## config.mk

```make
export PLATFORM = sky130hd
export DESIGN_NAME = fircu_cell
export DESIGN_NICKNAME = d
export VERILOG_FILES = /design/src/hdl/fircu_pkg.sv /design/src/hdl/fircu_cell.sv
export SDC_FILE = /design/constraint.sdc
export NUM_CORES = 1
export LEC_CHECK = 0
export ABC_CLOCK_PERIOD_IN_PS = 7290
export BUFFER_PORTS_ARGS = -buffer_cell sky130_fd_sc_hd__clkbuf_2
export CORE_MARGIN = 5
export CORE_UTILIZATION = 34
export CTS_CLUSTER_DIAMETER = 200
export DETAILED_ROUTE_END_ITERATION = 6
export GPL_ROUTABILITY_DRIVEN = 0
export HOLD_SLACK_MARGIN = 0.02
export PLACE_DENSITY = 0.53
export SLEW_MARGIN = 20
export SYNTH_ARGS = -nofsm -noshare
export SYNTH_HDL_FRONTEND = slang
export SYNTH_SLANG_ARGS = --single-unit
```

## constraint.sdc

```tcl
create_clock -name clk -period 7.29 [get_ports clk]
set_clock_uncertainty 0.15 [all_clocks]
set_input_delay 1.458 -clock clk [delete_from_list [all_inputs] [get_ports clk]]
set_output_delay 1.458 -clock clk [all_outputs]
set_load 0.02 [all_outputs]
```

## src/hdl/fircu_pkg.sv

```systemverilog
// fircu_pkg: shared sizes, register indexes and types of the FIR full convolution unit.
// No dependencies. Used by fircu_cell, fircu_sum_round, fir_full_convolution_unit and its testbench.
`default_nettype none

package fircu_pkg;

	localparam int TAPS       = 7;
	localparam int DATA_WIDTH = 16;

	localparam int FRAC_BITS  = DATA_WIDTH - 1;
	localparam int PROD_W     = 2 * DATA_WIDTH;
	localparam int SUM_W      = PROD_W + $clog2(TAPS);
	localparam int QUOT_W     = SUM_W - FRAC_BITS;
	localparam int CNT_W      = $clog2(TAPS + 1);
	localparam int CFG_IDX_W  = $clog2(TAPS + 1);
	localparam int TC_W       = 3;

	// register indexes of the configuration port
	localparam logic [CFG_IDX_W-1:0] REG_TAP_COUNT = CFG_IDX_W'(0);
	localparam logic [CFG_IDX_W-1:0] REG_COEF_BASE = CFG_IDX_W'(1);

	typedef logic signed [DATA_WIDTH-1:0] sample_t;
	typedef logic signed [PROD_W-1:0]     prod_t;
	typedef prod_t [TAPS-1:0]             prod_vec_t;

	// per-cycle control of every cell in the chain
	typedef struct packed {
		logic adv;
		logic clr;
	} cell_ctl_t;

	// control that travels along the pipeline beside the data
	typedef struct packed {
		logic vld;
		logic last;
	} pipe_ctl_t;

endpackage

`default_nettype wire

```

## src/hdl/fircu_cell.sv

```systemverilog
// fircu_cell: one tap of the chain: coefficient, delay-line entry and registered product.
// Depends on fircu_pkg.
`default_nettype none

module fircu_cell (
	input  wire                     clk,
	input  wire                     arst_n,
	input  wire                     coef_we,
	input  fircu_pkg::sample_t      coef_wdata,
	input  fircu_pkg::cell_ctl_t    ctl,
	input  wire                     act,
	input  fircu_pkg::sample_t      tap_in,
	output fircu_pkg::sample_t      tap_out,
	output fircu_pkg::prod_t        prod_s1
);

	fircu_pkg::sample_t coef_q;
	fircu_pkg::sample_t tap_q;
	fircu_pkg::prod_t   mul;

	assign mul     = fircu_pkg::PROD_W'(coef_q) * fircu_pkg::PROD_W'(tap_in);
	assign tap_out = tap_q;

	always_ff @(posedge clk or negedge arst_n) begin
		if (!arst_n) begin
			coef_q <= '0;
			tap_q  <= '0;
		end else begin
			if (coef_we) begin
				coef_q <= coef_wdata;
			end
			// shift the new value on, or drop the whole line at end of block
			if (ctl.adv) begin
				tap_q <= ctl.clr ? '0 : tap_in;
			end
		end
	end

	always_ff @(posedge clk) begin
		if (ctl.adv) begin
			prod_s1 <= act ? mul : '0;
		end
	end

endmodule

`default_nettype wire

```

Word-level counts from Yosys, hierarchy flattened
Cells that the tools add are included.
Operators by class
  $mul: 1
  multiplexer cells: 1
Operators with widths (count)
  $mul 16x16->32: 1
  $mux 16: 1
Word-level totals
  register bits: 64
  bits of input ports: 38
  output and inout bits: 48
  logic and storage cells: 5

Logic depth before layout (Yosys ltp)
Gate-level depths: netlist of run 1.
  word-level depth: 1
  depth in mapped cells: 23
  gate-level depth less buffers: 20

Worst setup path after synthesis of run 1
Ideal clock, no wire load.
  path type: input to register
  from: input tap_in[7]
  to: register prod_s1[31] (data pin)
  library setup time: 0.262 ns
  data arrival time: 6.866 ns
  required time: 6.878 ns
  setup slack: 0.012 ns
  cell stages on the path: 23
  buffers on the path: 3
  cells stage by stage: clkbuf_1 clkbuf_1 nand2_1 fa_1 inv_1 fa_1 inv_1 fa_1 inv_1 fa_1 fa_1 inv_1 fa_1 inv_1 ha_1 buf_6 and3_1 a31o_1 a311oi_4 a211o_2 a31oi_4 a211oi_2 mux2i_1
On the way
  word-level cells in the longest chain between the ends: 1
Ends and longest elaborated chain
  from (decl): RTL line fircu_cell.sv:12  | input fircu_pkg::sample_t tap_in,
  $mul 16x16->32: RTL line fircu_cell.sv:21  | assign mul = fircu_pkg::PROD_W'(coef_q) * fircu_pkg::PROD_W'(tap_in);
  to (signal assigned): RTL line fircu_cell.sv:41  | prod_s1 <= act ? mul : '0;
  to (decl): RTL line fircu_cell.sv:14  | output fircu_pkg::prod_t prod_s1
No other way between the ends.
A chain may end at the register's enable or synchronous reset.

Worst setup path in the final report of run 1
  from: input tap_in[1]
  to: register prod_s1[30] (data pin)
The elaborated chain is that of the path after synthesis.

==> impl.org, run 1 <==
** Run status
- The flow ran to the end, and the final reports show no timing, DRC or antenna violations.

** Clock network
- Post-CTS repair changed the size of 0 cells.
- Clock latency on the worst-skew pair, taken at its later pin, is 350 ps.
- Clock Tree Root :: sky130_fd_sc_hd__clkbuf_16
- Max Root-Sink Buffers :: 2
- The number of hold buffers added after CTS was 0.
- TritonCTS clock tree :: built
- CTS clk-pin slew, worst paths :: 70 ps
- H-tree lvl count :: 3
- The clock net in this run drives a total of 64 sinks.
- Clock tree synthesis inserted a total of 9 buffers.
- The number of setup buffers added after CTS is 0.

** Critical path
- Beginning of the worst register-to-register path :: coef_q[15]$_DFFE_PN0P_
- STA puts the critical path data required time at 7330 ps.
- Worst Setup Start Kind :: input port
- Critical Path Fanout Max :: 8
- For flop-to-flop paths, the worst setup slack is 830 ps.
- Crit path kind :: input port to flop
- Reg2reg path depth :: 17
- In this run the critical register-to-register path is captured at prod_s1[30]$_SDFFCE_PN0P_.
- CP Data Arrival Time :: 6970 ps
- STA classifies the critical path endpoint as a flop.

** Logic synthesis
- The number of nets handed over by synthesis was 1,632.
- Mapped Avg Cell Area :: 9.80 sq um
- Main area contributors after synthesis :: sky130_fd_sc_hd__fa_1 43%, sky130_fd_sc_hd__inv_1 9.3%, sky130_fd_sc_hd__ha_1 8.4%
- Yosys reg bits :: 64
- Largest area contributor in the netlist :: sky130_fd_sc_hd__fa_1
- After synthesis, the share of flip-flops with an asynchronous set or reset is 50.0%.
- Post-synth design cell area :: 0.0123 sq mm
- In this run, synthesis inferred 32 flip-flops with an integrated enable.
- Distinct cells, synth :: 50
- Sequential cells were found to cover 14.4% of the synthesized design area.
- Post-synth top area share :: 42.8%
- Count of mapped cells out of synthesis :: 1,250
- The most used flip-flop cell after synthesis is sky130_fd_sc_hd__edfxtp_1.
- For this run, the number of Yosys warnings is 0.

** Finish
- Once layout is complete, the utilization of the core stands at 38.8%.
- Final Instance Count excl. Fillers :: 1,821
- Share of post-route cells with drive strength above 1 :: 13.5%
- In the final design database the tool counted 1,736 nets.
- Area added between synthesis and finish :: 12.6%
- In the final layout, the multi-input gates occupy 0.00918 sq mm.
- Layout filler cell count :: 3,620
- Total area of sequential cells :: 0.00176 sq mm

** Floorplan
- The initialized floorplan defines 69 standard-cell rows.
- The die covers 0.0399 sq mm.
- Initial standard-cell utilization of the core :: 34.4%
- CORE AREA :: 0.0356 sq mm
- Chip Height :: 200 um
- 86 I/O pins were placed.
- Die outline width :: 200 um

** Route
- Wires add up to 29,600 um.
- The routed layout has 8,563 vias.
- Once detail routing completed, the nets flagged for antenna violations numbered 0.
- In the final routed layout, each cell accounts on average for 16.3 um.
- Average vias per placed instance :: 4.70
- Number of DRC violations after detailed-routing iteration 0 :: 350
- The first TritonRoute pass finished after 5 iterations.
- Post-route DRC :: 0

** Placed design
- DP Wirelength :: 25,000 um
- Number of input and output port buffers inserted :: 85
- Counting tap cells, the placed design contains a total of 1,804 instances.

** Timing
- Setup repair after global routing missed its margin :: false
- Fraction of the cycle the final worst path needs :: 95.1%
- Total Neg Setup Slack :: 0 ps
- The tightest hold path in the finished design has a slack of 373 ps.
- The number of slew-limit violations in the final report came to 0.
- Fin crit period :: 6930 ps
- The number of hold-slack violations in the final timing report came to 0.
- The worst pin sits at a relative slew slack of 44.2%.
- At the pin with the least slew margin, the transition time is 837 ps.
- Setup violations remaining at the end of the flow were counted as 0.
- Highest attainable clock frequency :: 0.144 GHz

** Worst hold path
- Class of the worst hold path :: flop to flop
- Hold Path End :: tap_out[15]$_DFFE_PN0P_
- The startpoint identified for the worst hold timing path is tap_out[15]$_DFFE_PN0P_.
- The worst hold path passes through 2 cells.

** Global routing
- All-layer global routing usage :: 15.5%
- The initial antenna violation count came to 0.
- After global routing the overflow that remains totals 0.
- Maximum number of pins on one net before global-route repair :: 65
- Vias in the first global route :: 9,339
- The first global-routing pass estimated 48,500 um of wire.

** Run
- Number of violations of the max-capacitance limit :: 0
per-layer routing:
layer	vias up	global-route usage, %	part of all wire, %
li1	3948	-	-
met1	4478	19.5	41
met2	108	28.9	55
met3	29	1.39	2.2
met4	0	3.80	1.8
met5	-	0	0
Yosys cell counts, drive strengths merged (4+ instances only):
master  instances
nand2         130
ha             82
fa            262
clkbuf         40
a211oi          8
o21a            4
xor2           10
and2          125
mux2           16
nand2b          7
dfrtp          32
nand3           6
a31oi           4
edfxtp         32
nor3           10
xnor2          18
a21oi          17
inv           303
nor2           42
buf             5
nand3b         17
o21ai          35
a21o           12
logic make-up after synthesis:
logic type	share of synthesized area, %
simple gates	14.6
buf+inv	10.7
fa+ha+maj	51.2
compound gates	5.36
flops	14.4
xor+xnor	2.00
mux	1.72
through the flow:
step / setup WS [ps] / cell area, sq um
6_report: 361 / 13800
5_1_grt: 28.3 / 13800
4_1_cts: 340 / 13800
3_5_place_dp: -7.58 / 13500
3_3_place_gp: 41.4 / 13500
2_1_floorplan: 12.5 / 12300
sequential cells by signal, indices dropped and copies added (netlist names):
signal   cells
coef_q      16
tap_out     16
prod_s1     32
worst max-delay path, cell delays in order:
cell and delay [ps]:
sky130_fd_sc_hd__clkbuf_2 170, sky130_fd_sc_hd__nand2_1 140, sky130_fd_sc_hd__inv_1 100, sky130_fd_sc_hd__fa_1 650, sky130_fd_sc_hd__fa_1 720, sky130_fd_sc_hd__fa_1 480, sky130_fd_sc_hd__fa_1 500, sky130_fd_sc_hd__fa_1 490
sky130_fd_sc_hd__inv_1 50, sky130_fd_sc_hd__fa_1 470, sky130_fd_sc_hd__inv_1 40, sky130_fd_sc_hd__ha_1 280, sky130_fd_sc_hd__nand3_1 100, sky130_fd_sc_hd__or4_1 540, sky130_fd_sc_hd__a21oi_2 190, sky130_fd_sc_hd__o21ai_2 100
sky130_fd_sc_hd__a2111o_1 400, sky130_fd_sc_hd__o211ai_1 90
cell usage in the layout, fill, tap and decap left out, types with 3 or more instances in the layout:
cell type and n:
sky130_fd_sc_hd__clkbuf_16 11, sky130_fd_sc_hd__nand2b_1 7, sky130_fd_sc_hd__buf_4 53, sky130_fd_sc_hd__o21ai_0 34
sky130_fd_sc_hd__or3_1 3, sky130_fd_sc_hd__dfrtp_1 32, sky130_fd_sc_hd__nand3b_1 17, sky130_fd_sc_hd__a21o_1 10
sky130_fd_sc_hd__nor2_1 42, sky130_fd_sc_hd__o21a_1 4, sky130_fd_sc_hd__nand3_1 6, sky130_fd_sc_hd__nand2_1 130
sky130_fd_sc_hd__a31oi_1 3, sky130_fd_sc_hd__xnor2_1 18, sky130_fd_sc_hd__and2_1 125, sky130_fd_sc_hd__a21oi_1 16
sky130_fd_sc_hd__mux2_2 16, sky130_fd_sc_hd__a31o_1 3, sky130_fd_sc_hd__clkbuf_2 85, sky130_fd_sc_hd__edfxtp_1 32
sky130_fd_sc_hd__xor2_1 10, sky130_fd_sc_hd__a211oi_1 6, sky130_fd_sc_hd__fa_1 262, sky130_fd_sc_hd__inv_1 303
sky130_fd_sc_hd__nor3_1 10, sky130_fd_sc_hd__mux2i_1 3, sky130_fd_sc_hd__ha_1 82
worst max-delay path by stage:
stage          startpoint                        end
3_5_place_dp    tap_in[1]  prod_s1[30]$_SDFFCE_PN0P_
2_1_floorplan   tap_in[7]  prod_s1[31]$_SDFFCE_PN0P_
5_1_grt         tap_in[1]  prod_s1[30]$_SDFFCE_PN0P_
3_3_place_gp    tap_in[4]  prod_s1[20]$_SDFFCE_PN0P_
4_1_cts         tap_in[1]  prod_s1[30]$_SDFFCE_PN0P_
6_report        tap_in[1]  prod_s1[30]$_SDFFCE_PN0P_
cell type report:
class,instances,share of cell area (%)
Antenna cell,1,0.0181
Clock buffer,12,2.02
Clock inverter,4,0.236
Inverter,303,8.25
Multi-Input combinational cell,838,66.5
Sequential cell,64,12.8
Tap cell,461,4.18
Timing Repair Buffer,138,5.97
Power of run 1 is not shown: default switching activity piles up to over one toggle a cycle in this logic, so the estimate is an artifact.
==> inputs of run 2 (changes only) <==
- ABC_AREA: not set -> 1
==> run 2 against run 1 <==
  * Final cell count up 22%
  * Highest routed layer unchanged
  * Sequential share of layout area is 0.58 points lower
  * Fmax rose by 0.51%
==> impl.org, run 2 <==
** Run status
- Status :: finished, final reports clean

** Timing
- Hold Worst Slack :: 373 ps
- The number of hold-slack violations in the final timing report was 0.
- Post-layout worst setup margin :: 396 ps
- Fin crit period :: 6890 ps
- Slew at the pin closest to its max-slew limit :: 855 ps
- For this run, the top clock speed supported by timing is 0.145 GHz.
- Total Neg Setup Slack :: 0 ps
- Of the available clock period, the critical path in the final layout requires 94.6%.
- Setup repair after global routing left no endpoint under its margin.
- Max-slew headroom :: 43.0%
- Total of endpoints with negative setup slack in the final report :: 0
- The number of slew-limit violations in the final report is 0.

** Logic synthesis
- Synthesis inferred 64 register bits.
- The synthesized netlist occupies a cell area of 0.0132 sq mm.
- Counting distinct cell types in the post-synthesis netlist gives 35.
- The share of the Yosys chip area taken by registers is 13.3%.
- The synthesized design spends more area on one cell type than any other, namely sky130_fd_sc_hd__fa_1.
- Largest family of logic cells by synthesized area :: adder cells
- Number of nets in the synthesized netlist :: 2,037
- Synth Area in XOR/XNOR :: 0.265%
- Mapped Avg Cell Area :: 7.98 sq um
- In the post-synthesis netlist, the cell with the most instances is sky130_fd_sc_hd__inv_1.
- After synthesis, the share of cell area in mux cells is 1.11%.
- Most instantiated flip-flop cell in the synthesis netlist :: sky130_fd_sc_hd__edfxtp_1
- The top cell type by area accounts for 39.7% of the synthesized area.
- For this run, asynchronously set or reset flops after synthesis account for 50.0%.
- Number of enable-type register cells in the synthesized netlist :: 32
- Main area contributors after synthesis :: sky130_fd_sc_hd__fa_1 40%, sky130_fd_sc_hd__inv_1 14%, sky130_fd_sc_hd__nand2_1 12%
- Simple-gate share of the synthesized area :: 18.3%
- The synthesized netlist devotes 47.5% of its cell area to adder and majority cells.
- Counting instances in the post-synthesis netlist gives the leading cell types as 488 x sky130_fd_sc_hd__inv_1, 430 x sky130_fd_sc_hd__nand2_1, 262 x sky130_fd_sc_hd__fa_1.
- Summing the areas of all compound-gate instances in the mapped netlist gives 3.38% of the synthesized area.
- Warnings, synthesis :: 0
- After technology mapping, the gate count stands at 1,655.

** Finish
- In the final layout, the share of cells above drive strength 1 is 9.98%.
- Nets :: 2,080
- Commonest non-fill, non-tap cells in the layout :: 488 x sky130_fd_sc_hd__inv_1, 430 x sky130_fd_sc_hd__nand2_1, 262 x sky130_fd_sc_hd__fa_1
- Counting the fill cells in the layout gives 4,065.
- Total area of sequential cells :: 0.00176 sq mm
- Most common library cell in the layout ignoring fill and taps :: sky130_fd_sc_hd__inv_1
- In the final layout, the multi-input gates occupy 0.00932 sq mm.
- Count of antenna diodes in the layout :: 0
- The register with the most flip-flops in the layout has 32 of them.
- Area added between synthesis and finish :: 9.40%
- Register ranked first by flip-flop count :: prod_s1

** Critical path
- CP required :: 7240 ps
- Measured in cells, the most critical reg-to-reg path has a length of 19.
- Counting both buffers and inverters, the worst setup path holds a total of 4.
- Beginning of the worst register-to-register path :: coef_q[15]$_DFFE_PN0P_
- Worst setup slack for register-to-register paths :: 730 ps
- The signal on the critical path passes through clkbuf_2 > nand2_1 > inv_1 > fa_1 > fa_1 > inv_1 > fa_1 > inv_1 > fa_1 > fa_1 > fa_1 > ha_1 > nand2_1 > nor2_1 > nand2_1 > nor3_2 > nand2_1 > nand3_1 > and2_1 > nor2_1.
- Kind of end point of the critical path :: flop
- CP max-delay cell :: sky130_fd_sc_hd__fa_1
- CP Data Arrival Time :: 6850 ps
- STA classifies the critical path startpoint as an input port.
- Critical Path Fanout Max :: 6
- For this run, the slowest stage of the critical path takes 800 ps.
- In this run the critical register-to-register path is captured at prod_s1[29]$_SDFFCE_PN0P_.
- The cell family contributing the most delay on the critical path is adder cells.
- Crit path kind :: input port to flop
- Library cell appearing most often on the critical path :: sky130_fd_sc_hd__fa_1

** Placed design
- At the placement stage, the worst setup path has a slack of 95.4 ps.
- Summed over all nets, the half-perimeter wirelength after detailed placement is 29,400 um.
- Input and output buffers added on the ports amount to 85.

** Floorplan
- For this design the top-level I/O count stands at 86.
- The core region is 0.0386 sq mm.
- Chip Height :: 207 um
- Site Rows :: 72
- The initial utilization of the core area, before any placement, comes to 34.2%.
- The die is 207 um wide.
- The floorplan step defined a die boundary enclosing 0.0429 sq mm.

** Worst hold path
- Cell depth of the worst hold path :: 2
- Hold Path End :: tap_out[5]$_DFFE_PN0P_
- In this run the most critical hold path is launched from tap_out[5]$_DFFE_PN0P_.
- The worst hold path belongs to the class flop to flop.

** Clock network
- The clock drives 64 sinks.
- TritonCTS buffer count :: 9
- Counting along the longest clock path gives a buffer depth of 2.
- Once the clock tree was built, the setup fixing pass inserted 0 buffers.
- Hold bufs inserted after CTS :: 0
- In this run the number of H-tree levels came out at 3.
- The root buffer cell chosen for the clock tree is sky130_fd_sc_hd__clkbuf_16.
- TritonCTS clock tree :: built
- Post-CTS resize count :: 0
- At the later pin of the worst-skew pair, clock insertion delay measures 350 ps.
- CTS clk-pin slew, worst paths :: 60 ps

** Route
- Wires add up to 34,200 um.
- The detail route stage leaves a number of antenna-violating nets equal to 0.
- Total number of vias :: 9,961
- Using the TritonRoute via totals, the vias-per-cell ratio works out to 4.48.
- Final routed wire length divided by cell count :: 15.4 um
- Post-route DRC :: 0
- Number of DRC violations after detailed-routing iteration 0 :: 424
- 1st-pass router iterations :: 5

** Global routing
- The initial antenna violation count was 0.
- Entering global routing, the biggest net connects 64 pins.
- Remaining global-route overflow :: 0
- Vias in the first global route :: 11.1k
- All-layer global routing usage :: 17.0%
- First-pass GRT wire length :: 58,600 um

** Run
- Number of violations of the max-capacitance limit :: 0
run 2: changes by cell type after synthesis, sizes merged, moves of 15 or more:
| cell | change |
|---|---|
| nand3 | +43 |
| inv | +189 |
| nand2 | +308 |
| nor2 | +43 |
| xnor2 | -15 |
| and2 | -122 |
| clkbuf | +24 |
| nand3b | -15 |
| a21oi | +20 |
run 2: per-stage QoR:
stage	cells	utilization, %	instance area, sq um
after global placement	2205	36.7	14100
after CTS	2221	37.5	14400
after global routing	2221	37.5	14400
after detailed placement	2205	36.7	14100
after floorplan	1655	-	13200
final	2221	37.5	14400
run 2: area by class of cell:
type / count / share of cell area (%)
multi-input combinational: 1028 / 64.5
timing repair buffer: 103 / 3.88
inverter: 492 / 12.8
sequential: 64 / 12.2
tap: 518 / 4.49
clock inverter: 5 / 0.373
clock buffer: 11 / 1.75
run 2: worst max-delay path by stage:
stage,from,endpoint,cells after the start
6_report,tap_in[1],prod_s1[29]$_SDFFCE_PN0P_,20
5_1_grt,tap_in[1],prod_s1[29]$_SDFFCE_PN0P_,20
4_1_cts,tap_in[1],prod_s1[28]$_SDFFCE_PN0P_,20
3_5_place_dp,tap_in[1],prod_s1[29]$_SDFFCE_PN0P_,20
3_3_place_gp,tap_in[8],prod_s1[31]$_SDFFCE_PN0P_,24
2_1_floorplan,tap_in[5],prod_s1[29]$_SDFFCE_PN0P_,21
run 2: worst min-delay path: cells and delay by family (launching register included):
family	cells	cell delay, ps
AOI/OAI and AO/OA	1	60
buffers and inverters	1	50
DFF	1	370
run 2: routing by layer:
metal | share of wire [%] | up-vias | GRT usage [%] | wire (um)
met4 | 2.7 | 0 | 5.29 | 917
met3 | 3.1 | 44 | 2.09 | 1080
met1 | 42 | 4971 | 20.9 | 14400
met5 | 0 | - | 0 | 0
met2 | 52 | 163 | 31.0 | 17800
li1 | - | 4783 | - | -
run 2: logic make-up after synthesis:
family / Yosys count
and+or+nand+nor: 589
buffers and inverters: 563
adders and majority gates: 344
AOI/OAI and AO/OA: 78
DFF: 64
muxes: 13
xor gates and xnor gates: 4
Power of run 2 is left out for the same reason.
