## src/hdl/fircu_pkg.sv

```systemverilog
// fircu_pkg: shared sizes, register indexes and types of the FIR full convolution unit.
// No dependencies. Used by fircu_cell, fircu_sum_round, fir_full_convolution_unit and its testbench.
`default_nettype none

package fircu_pkg;

	localparam int TAPS       = 7;
	localparam int DATA_WIDTH = 16;

	localparam int FRAC_BITS  = DATA_WIDTH - 1;
	localparam int PROD_W     = 2 * DATA_WIDTH;
	localparam int SUM_W      = PROD_W + $clog2(TAPS);
	localparam int QUOT_W     = SUM_W - FRAC_BITS;
	localparam int CNT_W      = $clog2(TAPS + 1);
	localparam int CFG_IDX_W  = $clog2(TAPS + 1);
	localparam int TC_W       = 3;

	// register indexes of the configuration port
	localparam logic [CFG_IDX_W-1:0] REG_TAP_COUNT = CFG_IDX_W'(0);
	localparam logic [CFG_IDX_W-1:0] REG_COEF_BASE = CFG_IDX_W'(1);

	typedef logic signed [DATA_WIDTH-1:0] sample_t;
	typedef logic signed [PROD_W-1:0]     prod_t;
	typedef prod_t [TAPS-1:0]             prod_vec_t;

	// per-cycle control of every cell in the chain
	typedef struct packed {
		logic adv;
		logic clr;
	} cell_ctl_t;

	// control that travels along the pipeline beside the data
	typedef struct packed {
		logic vld;
		logic last;
	} pipe_ctl_t;

endpackage

`default_nettype wire

```

## src/hdl/fircu_sum_round.sv

```systemverilog
// fircu_sum_round: exact sum of the tap products, then rounding and saturation to Q1.15.
// Depends on fircu_pkg. Holds pipeline stages s2 (sum) and s3 (output register).
`default_nettype none

module fircu_sum_round (
	input  wire                     clk,
	input  wire                     arst_n,
	input  fircu_pkg::pipe_ctl_t    ctl_s1,
	input  fircu_pkg::prod_vec_t    prod_s1,
	output logic                    s1_ready,
	input  wire                     out_ready,
	output fircu_pkg::pipe_ctl_t    ctl_out,
	output fircu_pkg::sample_t      filtered,
	output logic                    saturated
);

	localparam int DW = fircu_pkg::DATA_WIDTH;
	localparam int QW = fircu_pkg::QUOT_W;

	fircu_pkg::pipe_ctl_t              ctl_s2;
	fircu_pkg::pipe_ctl_t              ctl_s3;
	logic signed [fircu_pkg::SUM_W-1:0] sum_s2;
	logic signed [fircu_pkg::SUM_W-1:0] acc;
	logic signed [fircu_pkg::SUM_W-1:0] rnd;
	logic signed [QW-1:0]              quot;
	logic                              sat_hi;
	logic                              sat_lo;
	logic                              en2;
	logic                              en3;
	fircu_pkg::sample_t                filtered_s3;
	logic                              sat_s3;

	assign en3      = !ctl_s3.vld || out_ready;
	assign en2      = !ctl_s2.vld || en3;
	assign s1_ready = en2;

	always_comb begin
		acc = '0;
		for (int i = 0; i < fircu_pkg::TAPS; i++) begin
			acc = acc + fircu_pkg::SUM_W'(prod_s1[i]);
		end
	end

	// add one half LSB, floor, then clip to the sample range
	assign rnd    = sum_s2 + (fircu_pkg::SUM_W'(1) <<< (fircu_pkg::FRAC_BITS - 1));
	assign quot   = QW'(rnd >>> fircu_pkg::FRAC_BITS);
	assign sat_hi = !quot[QW-1] && (|quot[QW-2:DW-1]);
	assign sat_lo = quot[QW-1] && !(&quot[QW-2:DW-1]);

	always_ff @(posedge clk or negedge arst_n) begin
		if (!arst_n) begin
			ctl_s2 <= '0;
			ctl_s3 <= '0;
		end else begin
			if (en2) begin
				ctl_s2 <= ctl_s1;
			end
			if (en3) begin
				ctl_s3 <= ctl_s2;
			end
		end
	end

	always_ff @(posedge clk) begin
		if (en2) begin
			sum_s2 <= acc;
		end
		if (en3) begin
			sat_s3 <= sat_hi || sat_lo;
			if (sat_hi) begin
				filtered_s3 <= {1'b0, {(DW-1){1'b1}}};
			end else if (sat_lo) begin
				filtered_s3 <= {1'b1, {(DW-1){1'b0}}};
			end else begin
				filtered_s3 <= quot[DW-1:0];
			end
		end
	end

	assign ctl_out   = ctl_s3;
	assign filtered  = filtered_s3;
	assign saturated = sat_s3;

endmodule

`default_nettype wire

```

## config.mk

```make
export PLATFORM = sky130hd
export DESIGN_NAME = fircu_sum_round
export DESIGN_NICKNAME = d
export VERILOG_FILES = /design/src/hdl/fircu_pkg.sv /design/src/hdl/fircu_sum_round.sv
export SDC_FILE = /design/constraint.sdc
export NUM_CORES = 1
export LEC_CHECK = 0
export ABC_AREA = 1
export BUFFER_PORTS_ARGS = -buffer_cell sky130_fd_sc_hd__clkbuf_2
export CORE_MARGIN = 2
export CORE_UTILIZATION = 50
export CTS_CLUSTER_SIZE = 28
export DETAILED_ROUTE_END_ITERATION = 7
export PLACE_DENSITY = 0.9
export SLEW_MARGIN = 20
export SYNTH_ARGS = -nofsm -noshare
export SYNTH_HDL_FRONTEND = slang
export SYNTH_SLANG_ARGS = --single-unit
```

## constraint.sdc

```tcl
create_clock -name clk -period 2.9 [get_ports clk]
set_input_delay 0.435 -clock clk [delete_from_list [all_inputs] [get_ports clk]]
set_output_delay 0.435 -clock clk [all_outputs]
set_load 0.02 [all_outputs]
```

=== After elaboration in Yosys (flattened, before gate mapping) ===
Cells that the tools add are included.

* Bits in read-only memories: 0
* Word-level logic and storage cells: 26
* Memories kept: 0
* Flip-flop bits (word level): 56
* Input port bits: 229
* Memory bits (writable): 0
* Output and inout bits: 20
* Bits in latches: 0

* Equal/unequal tests: 0
* $add $sub $neg: 7
* Shifts and indexed selects: 0
* Bitwise operators: 0
* Multipliers: 0
* Reductions and logical operators: 11
* Order comparisons: 0
* Multiplexer cells: 1
* Divide/modulo/power cells: 0

{| class="wikitable"
|+ Operator list
! operator !! count
|-
| 35-bit by 32-bit adder with 35-bit output || 3
|-
| 34-bit by 32-bit adder with 35-bit output || 1
|-
| 35-bit by 16-bit adder with 35-bit output, second input constant || 1
|-
| 33-bit by 32-bit adder with 34-bit output || 1
|-
| 32-bit by 32-bit adder with 33-bit output || 1
|-
| 16-bit 2-to-1 mux || 1
|-
| 1-bit logical NOT || 4
|-
| 4-bit AND reduction || 1
|-
| 4-bit OR reduction || 1
|-
| 1-bit logical OR || 3
|-
| 1-bit logical AND || 2
|}

=== Depth between registers and ports, before layout ===
Gate-level depths: netlist of run 1.

* Depth in word-level cells: 6
* Mapped depth: 19
* Gate-level depth less buffers: 19

=== Worst setup path before layout of run 1 ===
No wires, ideal clock.

* Path type: in2reg
* From: in prod_s1[18] in the netlist's numbering
* To: reg sum_s2[24] in the netlist's numbering, data pin
* Setup time: 0.256 ns
* Path buffers: 0
* Required time: 2.644 ns
* Stages on the path: 17
* Path slack: -1.149 ns
* Data arrival time: 3.793 ns
* Cells stage by stage: inv_1 fa_1 inv_1 fa_1 inv_1 fa_1 fa_1 inv_1 ha_1 nand2_1 nor2_1 inv_1 nor3_1 a21boi_0 nor2_1 nand2_1 nand2_1

* Word-level cells in the longest chain between the ends: 6

{| class="wikitable"
|+ RTL lines
! what !! line !! text
|-
| start: declaration || fircu_sum_round.sv:9 || <nowiki>input fircu_pkg::prod_vec_t prod_s1,</nowiki>
|-
| 32-bit by 32-bit adder with 33-bit output || fircu_sum_round.sv:40 || <nowiki>acc = acc + fircu_pkg::SUM_W'(prod_s1[i]);</nowiki>
|-
| 33-bit by 32-bit adder with 34-bit output || fircu_sum_round.sv:40 ||
|-
| 34-bit by 32-bit adder with 35-bit output || fircu_sum_round.sv:40 ||
|-
| 35-bit by 32-bit adder with 35-bit output (3 in a row) || fircu_sum_round.sv:40 ||
|-
| net acc (one bit) || fircu_sum_round.sv:23 || <nowiki>logic signed [fircu_pkg::SUM_W-1:0] acc;</nowiki>
|-
| end signal: assignment || fircu_sum_round.sv:66 || <nowiki>sum_s2 <= acc;</nowiki>
|-
| end: declaration || fircu_sum_round.sv:22 || <nowiki>logic signed [fircu_pkg::SUM_W-1:0] sum_s2;</nowiki>
|}

The timed path passes the listed nets, and every way through them passes these cells.
A chain may end at the register's enable or synchronous reset.

=== Worst setup path in the final report of run 1 ===
* From: in prod_s1[11] in the netlist's numbering
* To: reg sum_s2[26] in the netlist's numbering, data pin

Same word-level chain as after synthesis.

==> metrics.md, run 1 <==
| Metric | Value |
|---|---|
| Placed Area | `0.0106 mm²` |
| Num CTS Buffers | `5` |
| Layout cells sized above 1 | `41.5%` |
| Worst slew pin tran | `559 ps` |
| R2r setup slk | `830 ps` |
| Vias per Instance | `4.88` |
| Sequential share of the synthesized area | `14.7%` |
| # setup viols final | `21` |
| Via count | `7763` |
| Post-Syn Area | `0.00843 mm²` |
| N_diodes | `0` |
| Max-slew headroom | `62.7%` |
| Worst path arrival time | `4140 ps` |
| Status | `finished, violations left` |
| Post-route ant nets | `0` |
| WP data required | `2930 ps` |
| Nets | `1794` |
| Tot GR Track Use | `22.8%` |
| Root Buffer | `clkbuf_16` |
| Fill count | `1098` |
| Syn_area_per_cell | `7.99 µm²` |
| Largest cells by area after synthesis | `fa_1, inv_1, edfxtp_1, nand2_1, ha_1` |
| Syn Nets | `1480` |
| Worst-path cell chain | `clkbuf_2, inv_2, fa_1, inv_2, fa_1, inv_2, fa_1, fa_1, inv_2, ha_4, nand2_4, buf_4, nor3_2, nand2_1, nand2_2, nand2_2, nand3_2, nand2_1` |
| Die Wd | `134 µm` |
| Syn-to-layout area delta | `41.3%` |
| Max Clock Freq | `244 MHz` |
| Fin area | `0.0119 mm²` |
| DR WL/cell | `14.6 µm` |
| Cell Rows | `47` |
| Worst-path clk slew | `50 ps` |
| H-tree Lvls | `2` |
| Clock buffer depth | `2` |
| HP Class | `primary input to flip-flop` |
| Final worst setup slack | `-1200 ps` |
| Aggregate routed wire length | `23200 µm` |
| Crit share post-route | `142%` |
| Grt ovf | `0` |
| Height of the die | `134 µm` |
| Post-synthesis cell type count | `33` |
| # port buffers | `248` |
| RSZ-0062 raised after global routing | `yes` |
| # IOs | `249` |
| Routability Congestion | `0.910` |
| Top Family by Delay on Critical Path | `adder cells` |
| Detailed Place HPWL | `17400 µm` |
| CP Launch Type | `primary input` |
| Die area | `0.0179 mm²` |
| Max-slew violations | `0` |
| Clock sinks | `42` |
| Failing checks | `setup timing` |
| Detailed Route Iter0 Violations | `394` |
| CP Capture Type | `flip-flop` |
| Max-cap viol count | `0` |
| DRT Pass-1 Iters | `7` |
| Starting Density | `51.0%` |
| Final Non-Filler Cells | `1590` |
| Clk_lat worst skew | `280 ps` |
| Vias in the first global route | `7923` |
| Skew final | `5.76 ps` |
| Placed cells | `1563` |
| Share of Yosys cell area claimed by the top area cell type | `38.2%` |
| Yosys reg bits | `42` |
| DRC | `0` |
| Final min period | `4100 ps` |
| Yosys warns | `0` |
| Yosys top cell by area | `fa_1` |
| Initial antenna violation count | `0` |
| Syn Inst Count | `1055` |
| CORE AREA | `0.0165 mm²` |
| Final Hold Fails | `0` |
| Crit Path Category | `primary input to flip-flop` |
| CP peak stage delay | `590 ps` |
| Worst path slowest cell | `fa_1` |
| Worst path bufs/invs | `6` |
| First-pass GRT wire length | `33300 µm` |
| TritonCTS clock tree | `yes` |
| Crit path max fanout | `4` |
| Largest net degree at the start of global routing | `23` |
stage by stage:
| step | util [%] | setup slack, ps | TNS (ps) | hold slack, ps |
|---|---|---|---|---|
| 2_1_floorplan | - | -979 | -19580 | 139 |
| 3_3_place_gp | 63.9 | -1380 | -26390 | 244 |
| 3_5_place_dp | 63.9 | -1410 | -27510 | 243 |
| 4_1_cts | 68.7 | -1010 | -19540 | 360 |
| 5_1_grt | 72.1 | -1330 | -25950 | 386 |
| 6_report | 72.1 | -1200 | -23770 | 358 |
final cells by class:
cell class	instances	area, µm²	share of cell area [%]
Clock buffer	8	146	1.23
Multi-Input combinational cell	610	6900	57.9
Tap cell	220	275	2.31
Timing Repair Buffer	309	1820	15.3
Inverter	401	1530	12.8
Sequential cell	42	1240	10.4
placed cells by master, fill, tap and decap left out, types with 3 or more instances in the layout:
| master | instances |
|---|---|
| o21a_1 | 5 |
| ha_4 | 25 |
| a21oi_1 | 9 |
| nand2_8 | 5 |
| nand3_1 | 18 |
| nand2_4 | 10 |
| buf_4 | 50 |
| buf_8 | 3 |
| fa_1 | 159 |
| o21ai_1 | 8 |
| inv_4 | 3 |
| nand3_2 | 8 |
| dfrtp_1 | 4 |
| nand4_1 | 3 |
| inv_2 | 52 |
| o21ai_2 | 13 |
| nor2_1 | 32 |
| nor3_2 | 3 |
| edfxtp_1 | 38 |
| nor2_2 | 12 |
| xor2_2 | 4 |
| a21oi_4 | 18 |
| clkbuf_16 | 5 |
| clkbuf_2 | 238 |
| nor3_4 | 4 |
| xor2_1 | 16 |
| nand2_1 | 130 |
| xnor2_1 | 5 |
| ha_1 | 8 |
| inv_1 | 343 |
| o21ai_4 | 5 |
| nor3_1 | 7 |
| a21o_1 | 4 |
| buf_6 | 16 |
| a21oi_2 | 24 |
| nand2_2 | 39 |
| nor2_4 | 16 |
what timing repair did:
item / in CTS / in global routing
setup endpoints to repair: 21 / 21
setup buffers: 8 / 10
gates resized for setup: 150 / 137
hold buffers: 1 / 0
pin swaps: 83 / 96
endpoints found under the hold margin: 4 / 0
registers in the layout (all words and copies together) (netlist names):
name,count
sum_s2,21
filtered,16
saturated,1
ctl_s2,2
ctl_out,2
logic make-up (layout without fill, tap and decap cells):
group	Yosys count	in the layout	share of synthesized area, %
buf+inv	403	718	18.1
simple gates	291	291	14.4
fa+ha+maj	196	196	43.4
compound gates	95	95	6.30
flops	42	42	14.7
xor+xnor	27	27	2.89
mux	1	1	0.134
cell usage after synthesis:
master,instances
xnor2_2,1
xnor2_1,6
nand3_4,1
o21ai_0,27
a21oi_1,51
o311ai_0,2
a21boi_0,1
nor3_1,14
nand3b_1,1
fa_1,161
nand3_1,24
clkinv_1,1
o211ai_1,2
nor2_2,2
edfxtp_1,38
ha_1,35
nor2_4,3
or2_2,1
inv_1,400
dfrtp_1,4
nor4_1,1
o21a_1,5
a21o_1,4
nand4_1,3
nor2_1,55
o21bai_4,1
nand3_2,2
mux2_2,1
buf_6,2
nand2_2,3
o21bai_1,2
xor2_1,20
nand2_1,181
metal layers:
layer	vias to the layer above	wire length (µm)	global-route usage, %	share of wire, %
li1	3636	-	-	-
met1	3627	8100	26.3	35
met2	397	12500	45.4	54
met3	103	1550	2.15	6.7
met4	0	1060	5.26	4.6
met5	-	0	0	0
path summary, 6_finish.rpt:
check	start	cells past startpoint	end
min	ctl_s1[1]	3	ctl_s2[1]
min reg2reg	ctl_s2[1]	1	ctl_out[1]
max reg2reg	sum_s2[14]	9	filtered[8]
max	prod_s1[11]	18	sum_s2[26]
min in group asynchronous	arst_n	2	ctl_s2[1]
max in group asynchronous	arst_n	2	ctl_s2[0]
worst reg2reg max path, delay by kind of cell (launching register included):
family	cells	cell delay, ps
XOR/XNOR	1	140
flip-flops	1	430
AND/OR/NAND/NOR	6	720
adder cells (fa/ha/maj)	1	220
AO/OA/AOI/OAI	1	310
Power of run 1 is left out: the tool's default activity adds up to more than one toggle a clock period on the data nets, which glitch-free logic cannot reach.
==> run 2: changes to the inputs <==
--- a/config.mk
+++ b/config.mk
@@ -7,11 +7,13 @@
 export LEC_CHECK = 0
 export ABC_AREA = 1
 export BUFFER_PORTS_ARGS = -buffer_cell sky130_fd_sc_hd__clkbuf_2
+export CELL_PAD_IN_SITES_DETAIL_PLACEMENT = 1
+export CELL_PAD_IN_SITES_GLOBAL_PLACEMENT = 1
 export CORE_MARGIN = 2
-export CORE_UTILIZATION = 50
+export CORE_UTILIZATION = 42
 export CTS_CLUSTER_SIZE = 28
 export DETAILED_ROUTE_END_ITERATION = 7
-export PLACE_DENSITY = 0.9
+export PLACE_DENSITY = 0.95
 export SLEW_MARGIN = 20
 export SYNTH_ARGS = -nofsm -noshare
 export SYNTH_HDL_FRONTEND = slang
==> metrics.md, run 2 (synthesis results as in run 1) <==
| Metric | Value |
|---|---|
| Post-route ant nets | `0 (unchanged)` |
| Final worst setup slack | `-1580 ps (-377 ps)` |
| CORE AREA | `0.0196 mm² (+19%)` |
| Worst path bufs/invs | `4 (-2)` |
| Die Wd | `146 µm (+8.8%)` |
| CP peak stage delay | `730 ps (+140 ps)` |
| First-pass GRT wire length | `51700 µm (+55%)` |
| Top Family by Delay on Critical Path | `adder cells` |
| Worst-path cell chain | `clkbuf_2, fa_2, fa_2, fa_1, inv_1, fa_1, inv_1, ha_4, inv_2, nor3_4, nand2_1, o311ai_0, nor2_1, nand2_2, nand2_2, nand2_1` |
| Layout cells sized above 1 | `43.9% (+2.3 points)` |
| H-tree Lvls | `2 (unchanged)` |
| Die area | `0.0212 mm² (+18%)` |
| Via count | `8963 (+15%)` |
| Worst path slowest cell | `fa_1` |
| Height of the die | `146 µm (+8.8%)` |
| Final cell utilization of the core | `62.7% (-9.4 points)` |
| DRC | `0 (unchanged)` |
| Crit share post-route | `155% (+13 points)` |
| Max-cap viol count | `0 (unchanged)` |
| CP Capture Type | `flip-flop` |
| RSZ-0062 raised after global routing | `yes` |
| Largest net degree at the start of global routing | `23 (unchanged)` |
| # setup viols final | `21 (unchanged)` |
| Skew final | `32.1 ps (+26.4 ps)` |
| Routability Congestion | `0.878 (-3.5%)` |
| TritonCTS clock tree | `yes` |
| Tot GR Track Use | `31.0% (+8.2 points)` |
| Grt ovf | `0 (unchanged)` |
| Vias per Instance | `5.46 (+12%)` |
| DR WL/cell | `24.3 µm (+67%)` |
| Initial antenna violation count | `0 (unchanged)` |
| CP Launch Type | `primary input` |
| Crit Path Category | `primary input to flip-flop` |
| N_diodes | `0 (unchanged)` |
| Commonest non-fill, non-tap cell in the layout | `inv_1` |
| # port buffers | `248 (unchanged)` |
| Syn-to-layout area delta | `45.7%` |
| Vias in the first global route | `10.3k (+30%)` |
| Clk_lat worst skew | `320 ps (+40 ps)` |
| Setup_tns | `-27780 ps (-4000 ps)` |
| Num CTS Buffers | `5 (unchanged)` |
| Nets | `1801 (+0.39%)` |
| HP Class | `primary input to flip-flop` |
| Worst slew pin tran | `667 ps (+107 ps)` |
| Worst path arrival time | `4550 ps (+410 ps)` |
| Starting Density | `43.1% (-8.0 points)` |
| Detailed Route Iter0 Violations | `672 (+71%)` |
| Worst-path clk slew | `90 ps (+40 ps)` |
| Clock buffer depth | `2 (unchanged)` |
| # IOs | `249 (unchanged)` |
| Failing checks | `setup timing` |
| DRT Pass-1 Iters | `7 (unchanged)` |
| Aggregate routed wire length | `39900 µm (+72%)` |
| Clock sinks | `42 (unchanged)` |
| Root Buffer | `clkbuf_16` |
| Largest register by flop count | `sum_s2` |
| Final min period | `4480 ps (+377 ps)` |
| Status | `finished, violations left` |
| Final Hold Fails | `0 (unchanged)` |
| Max reg flops | `21 (unchanged)` |
| WP data required | `2970 ps (+40 ps)` |
| Commonest non-fill, non-tap cells in the layout | `inv_1, clkbuf_2, fa_1, nand2_1, buf_4` |
| Detailed Place HPWL | `24300 µm (+39%)` |
| Max Clock Freq | `223 MHz (-8.4%)` |
| Crit path max fanout | `5 (+1)` |
| Max-slew violations | `0 (unchanged)` |
| Max-slew headroom | `55.5% (-7.2 points)` |
| Cell Rows | `51 (+8.5%)` |
-- run 2: cell types whose count changed in the layout (fill, tap and decap cells not counted), sizes merged --
cell,previous run,this run
buf,70,72
bufinv,0,1
clkbuf,246,249
clkinvlp,0,1
-- run 2: area by class of cell --
type                            count  area, µm²
Fill cell                        2315       7300
Multi-Input combinational cell    610       7150
Timing Repair Buffer              316       1870
Inverter                          401       1530
Sequential cell                    42       1240
Tap cell                          265        332
Clock buffer                        6        129
Clock inverter                      2       37.5
-- run 2: per-stage QoR --
stage / setup slack [ps] / hold slack [ps] / instance area (µm²) / std cells
final: -1580 / 344 / 12300 / 1642
after global routing: -1630 / 368 / 12300 / 1642
after global placement: -1380 / 245 / 10700 / 1614
after detailed placement: -1570 / 248 / 10700 / 1614
after CTS: -1100 / 350 / 11600 / 1629
after floorplan: -979 / 139 / 8750 / 1055
-- run 2: tightest hold or removal path: stages --
cell and delay [ps]:
clkbuf_2 80, inv_1 30, nand2_1 50
-- run 2: repair_timing --
item / 4_1_cts / 5_1_grt
setup buffers: 6 / 14
hold buffers: 1 / 0
resized for setup: 193 / 137
pin swaps: 94 / 76
endpoints found under the hold margin: 4 / 0
endpoints found under the setup margin: 21 / 21
-- run 2: layer usage --
metal	global-route usage [%]	vias up	wire, µm
met3	5.67	256	3300
met2	59.5	615	20400
met1	30.3	4441	12900
met4	20.0	0	3340
li1	-	3651	-
met5	0	-	0
-- run 2: worst paths after layout --
path                             startpoint           to  slack [ps]  cells past startpoint
worst min-delay path              ctl_s1[1]    ctl_s2[1]         340                      3
max in group asynchronous            arst_n    ctl_s2[1]        2290                      2
min in group asynchronous            arst_n   ctl_out[1]         480                      2
worst max register to register   sum_s2[14]  filtered[2]         440                     10
worst max-delay path            prod_s1[63]   sum_s2[33]       -1580                     16
worst min register to register    ctl_s2[1]   ctl_out[1]         480                      1
Power of run 2 is left out for the same reason.
==> run 3: changes to the inputs <==
--- a/config.mk
+++ b/config.mk
@@ -9,8 +9,8 @@
 export BUFFER_PORTS_ARGS = -buffer_cell sky130_fd_sc_hd__clkbuf_2
 export CELL_PAD_IN_SITES_DETAIL_PLACEMENT = 1
 export CELL_PAD_IN_SITES_GLOBAL_PLACEMENT = 1
-export CORE_MARGIN = 2
-export CORE_UTILIZATION = 42
+export CORE_MARGIN = 1
+export CORE_UTILIZATION = 39
 export CTS_CLUSTER_SIZE = 28
 export DETAILED_ROUTE_END_ITERATION = 7
 export PLACE_DENSITY = 0.95
==> constraint.sdc (replaced) <==
create_clock -name clk -period 4.3 [get_ports clk]
set_input_delay 0.645 -clock clk [delete_from_list [all_inputs] [get_ports clk]]
set_output_delay 0.645 -clock clk [all_outputs]
set_load 0.02 [all_outputs]
==> metrics.md, run 3 (synthesis results as in run 1) <==
| Metric | Value |
|---|---|
| Most common cell on crit path | `fa_1` |
| Worst-path clk slew | `70 ps (-20 ps)` |
| Max Clock Freq | `224 MHz` |
| RR Endpoint | `filtered[11]` |
| HP Class | `primary input to asynchronous set/reset pin` |
| Nets | `1793 (-0.44%)` |
| Max-slew headroom | `57.7% (+2.2 points)` |
| Largest net degree at the start of global routing | `25 (+8.7%)` |
| Aggregate routed wire length | `28800 µm (-28%)` |
| Reg2Reg Depth | `9 (-1)` |
| Commonest non-fill, non-tap cells in the layout | `inv_1, clkbuf_2, fa_1, nand2_1, buf_4` |
| Routability Congestion | `0.882 (+0.47%)` |
| DRC | `0 (unchanged)` |
| Crit path depth | `16 (unchanged)` |
| Detailed Place HPWL | `23000 µm (-5.2%)` |
| Multi-input logic area | `0.00651 mm² (-8.9%)` |
| WP data required | `4350 ps (+1380 ps)` |
| Reg-to-reg startpoint | `sum_s2[14]` |
| Layout cells sized above 1 | `36.9% (-7.0 points)` |
| DR WL/cell | `17.5 µm (-28%)` |
| CP Launch Type | `primary input` |
| Worst path slowest cell | `fa_2` |
| Grt ovf | `0 (unchanged)` |
| Crit share post-route | `104%` |
| CP peak stage delay | `590 ps (-140 ps)` |
| Via count | `7970 (-11%)` |
| Top Family by Delay on Critical Path | `adder cells` |
| DP Worst Slack | `-576 ps (+990 ps)` |
| Crit path max fanout | `3 (-2)` |
| TritonCTS clock tree | `yes` |
| Initial antenna violation count | `0 (unchanged)` |
| Worst path arrival time | `4510 ps (-40 ps)` |
| Largest register by flop count | `sum_s2` |
| Max-slew violations | `0 (unchanged)` |
| Root Buffer | `clkbuf_16` |
| Die area | `0.0222 mm² (+4.7%)` |
| CORE AREA | `0.0211 mm² (+7.6%)` |
| Placed Area | `0.0104 mm² (-2.4%)` |
| Height of the die | `149 µm (+2.3%)` |
| Worst slew pin tran | `634 ps (-32.4 ps)` |
| RSZ-0062 raised after global routing | `yes` |
| Crit Path Category | `primary input to flip-flop` |
| Failing checks | `setup timing` |
| N_diodes | `0 (unchanged)` |
| Worst path bufs/invs | `5 (+1)` |
| Num CTS Buffers | `5 (unchanged)` |
| DRT Pass-1 Iters | `5 (-2)` |
| First-pass GRT wire length | `40600 µm (-21%)` |
| Max reg flops | `21 (unchanged)` |
| Commonest non-fill, non-tap cell in the layout | `inv_1` |
| R2r setup slk | `2100 ps (+1660 ps)` |
| Detailed Route Iter0 Violations | `259 (-61%)` |
| H-tree Lvls | `2 (unchanged)` |
| Final worst setup slack | `-159 ps (+1420 ps)` |
| Vias per Instance | `4.85 (-11%)` |
| Die Wd | `149 µm (+2.3%)` |
| Final min period | `4460 ps` |
| Status | `finished, violations left` |
| # setup viols final | `10 (-52%)` |
| Cell Rows | `53 (+3.9%)` |
| Fin area | `0.0115 mm² (-6.0%)` |
| CP Capture Type | `flip-flop` |
| # port buffers | `248 (unchanged)` |
| Tot GR Track Use | `23.4% (-7.7 points)` |
| Syn-to-layout area delta | `36.9%` |
| Worst-path cell chain | `clkbuf_2, inv_2, fa_1, inv_1, fa_1, inv_2, fa_1, inv_1, fa_2, ha_4, a21oi_4, o21a_1, nor2_1, o21ai_0, nand3_1, xor2_1` |
| Clock sinks | `42 (unchanged)` |
| Skew final | `14.9 ps (-17.2 ps)` |
| Fill count | `2567 (+11%)` |
| Post-route ant nets | `0 (unchanged)` |
| Reg area | `0.00124 mm² (unchanged)` |
| Clk_lat worst skew | `300 ps (-20 ps)` |
| Starting Density | `40.0% (-3.1 points)` |
| # IOs | `249 (unchanged)` |
| Max-cap viol count | `0 (unchanged)` |
| Vias in the first global route | `9015 (-12%)` |
| Clock buffer depth | `2 (unchanged)` |
| Final Hold Fails | `0 (unchanged)` |
run 3: cell types whose count changed in the layout (fill, tap and decap cells not counted), sizes merged:
cell	delta
dlygate4sd3	-1
buf	-6
bufinv	+1
clkinv	+1
clkinvlp	-1
clkbuf	-2
run 3: worst max-delay path by stage:
| stage | startpoint | end | slack, ps |
|---|---|---|---|
| after floorplan | prod_s1[18] | sum_s2[24] | 40 |
| after global placement | prod_s1[13] | sum_s2[30] | -430 |
| after detailed placement | prod_s1[115] | sum_s2[24] | -580 |
| after CTS | prod_s1[11] | sum_s2[32] | -40 |
| after global routing | prod_s1[7] | sum_s2[32] | -230 |
| final | prod_s1[7] | sum_s2[20] | -160 |
run 3: area by class of cell:
| cell class | count | share of cell area [%] |
|---|---|---|
| multi-input cells | 610 | 56.4 |
| repair buffers | 308 | 15.1 |
| inverters | 401 | 13.1 |
| flip-flops and latches | 42 | 10.7 |
| well taps | 275 | 2.98 |
| clock buffers | 5 | 1.08 |
| clock inverters | 3 | 0.596 |
run 3: worst reg2reg max path: stages (launching register included):
cell and delay, ps:
edfxtp_1 460, ha_1 240, nand2_2 90, nor2_4 150, nand3_4 120, nor2_4 130, xnor2_1 160, nand2_1 130
o21bai_4 320, nand2_1 130
run 3: metal layers:
metal | up-vias | global-route usage (%) | share of wire (%)
met3 | 95 | 2.57 | 4.6
met4 | 0 | 7.81 | 4.2
met2 | 304 | 48.0 | 57
met1 | 3941 | 23.9 | 34
met5 | - | 0 | 0
li1 | 3630 | - | -
run 3: what timing repair did:
action,4_1_cts,5_1_grt
setup buffers,0,6
endpoints found under the hold margin,0,0
gates resized for setup,33,213
endpoints found under the setup margin,14,21
pin swaps,4,100
hold buffers,0,0
run 3: through the flow:
stage / setup TNS (ps) / std cells / hold WS, ps / util [%]
2_1_floorplan: 0 / 1055 / 349 / -
3_3_place_gp: -5150 / 1630 / 445 / 49.3
3_5_place_dp: -7300 / 1630 / 457 / 49.3
4_1_cts: -76.1 / 1638 / 147 / 50.8
5_1_grt: -2380 / 1644 / 155 / 54.8
6_report: -578 / 1644 / 152 / 54.8
Power of run 3 is left out for the same reason.
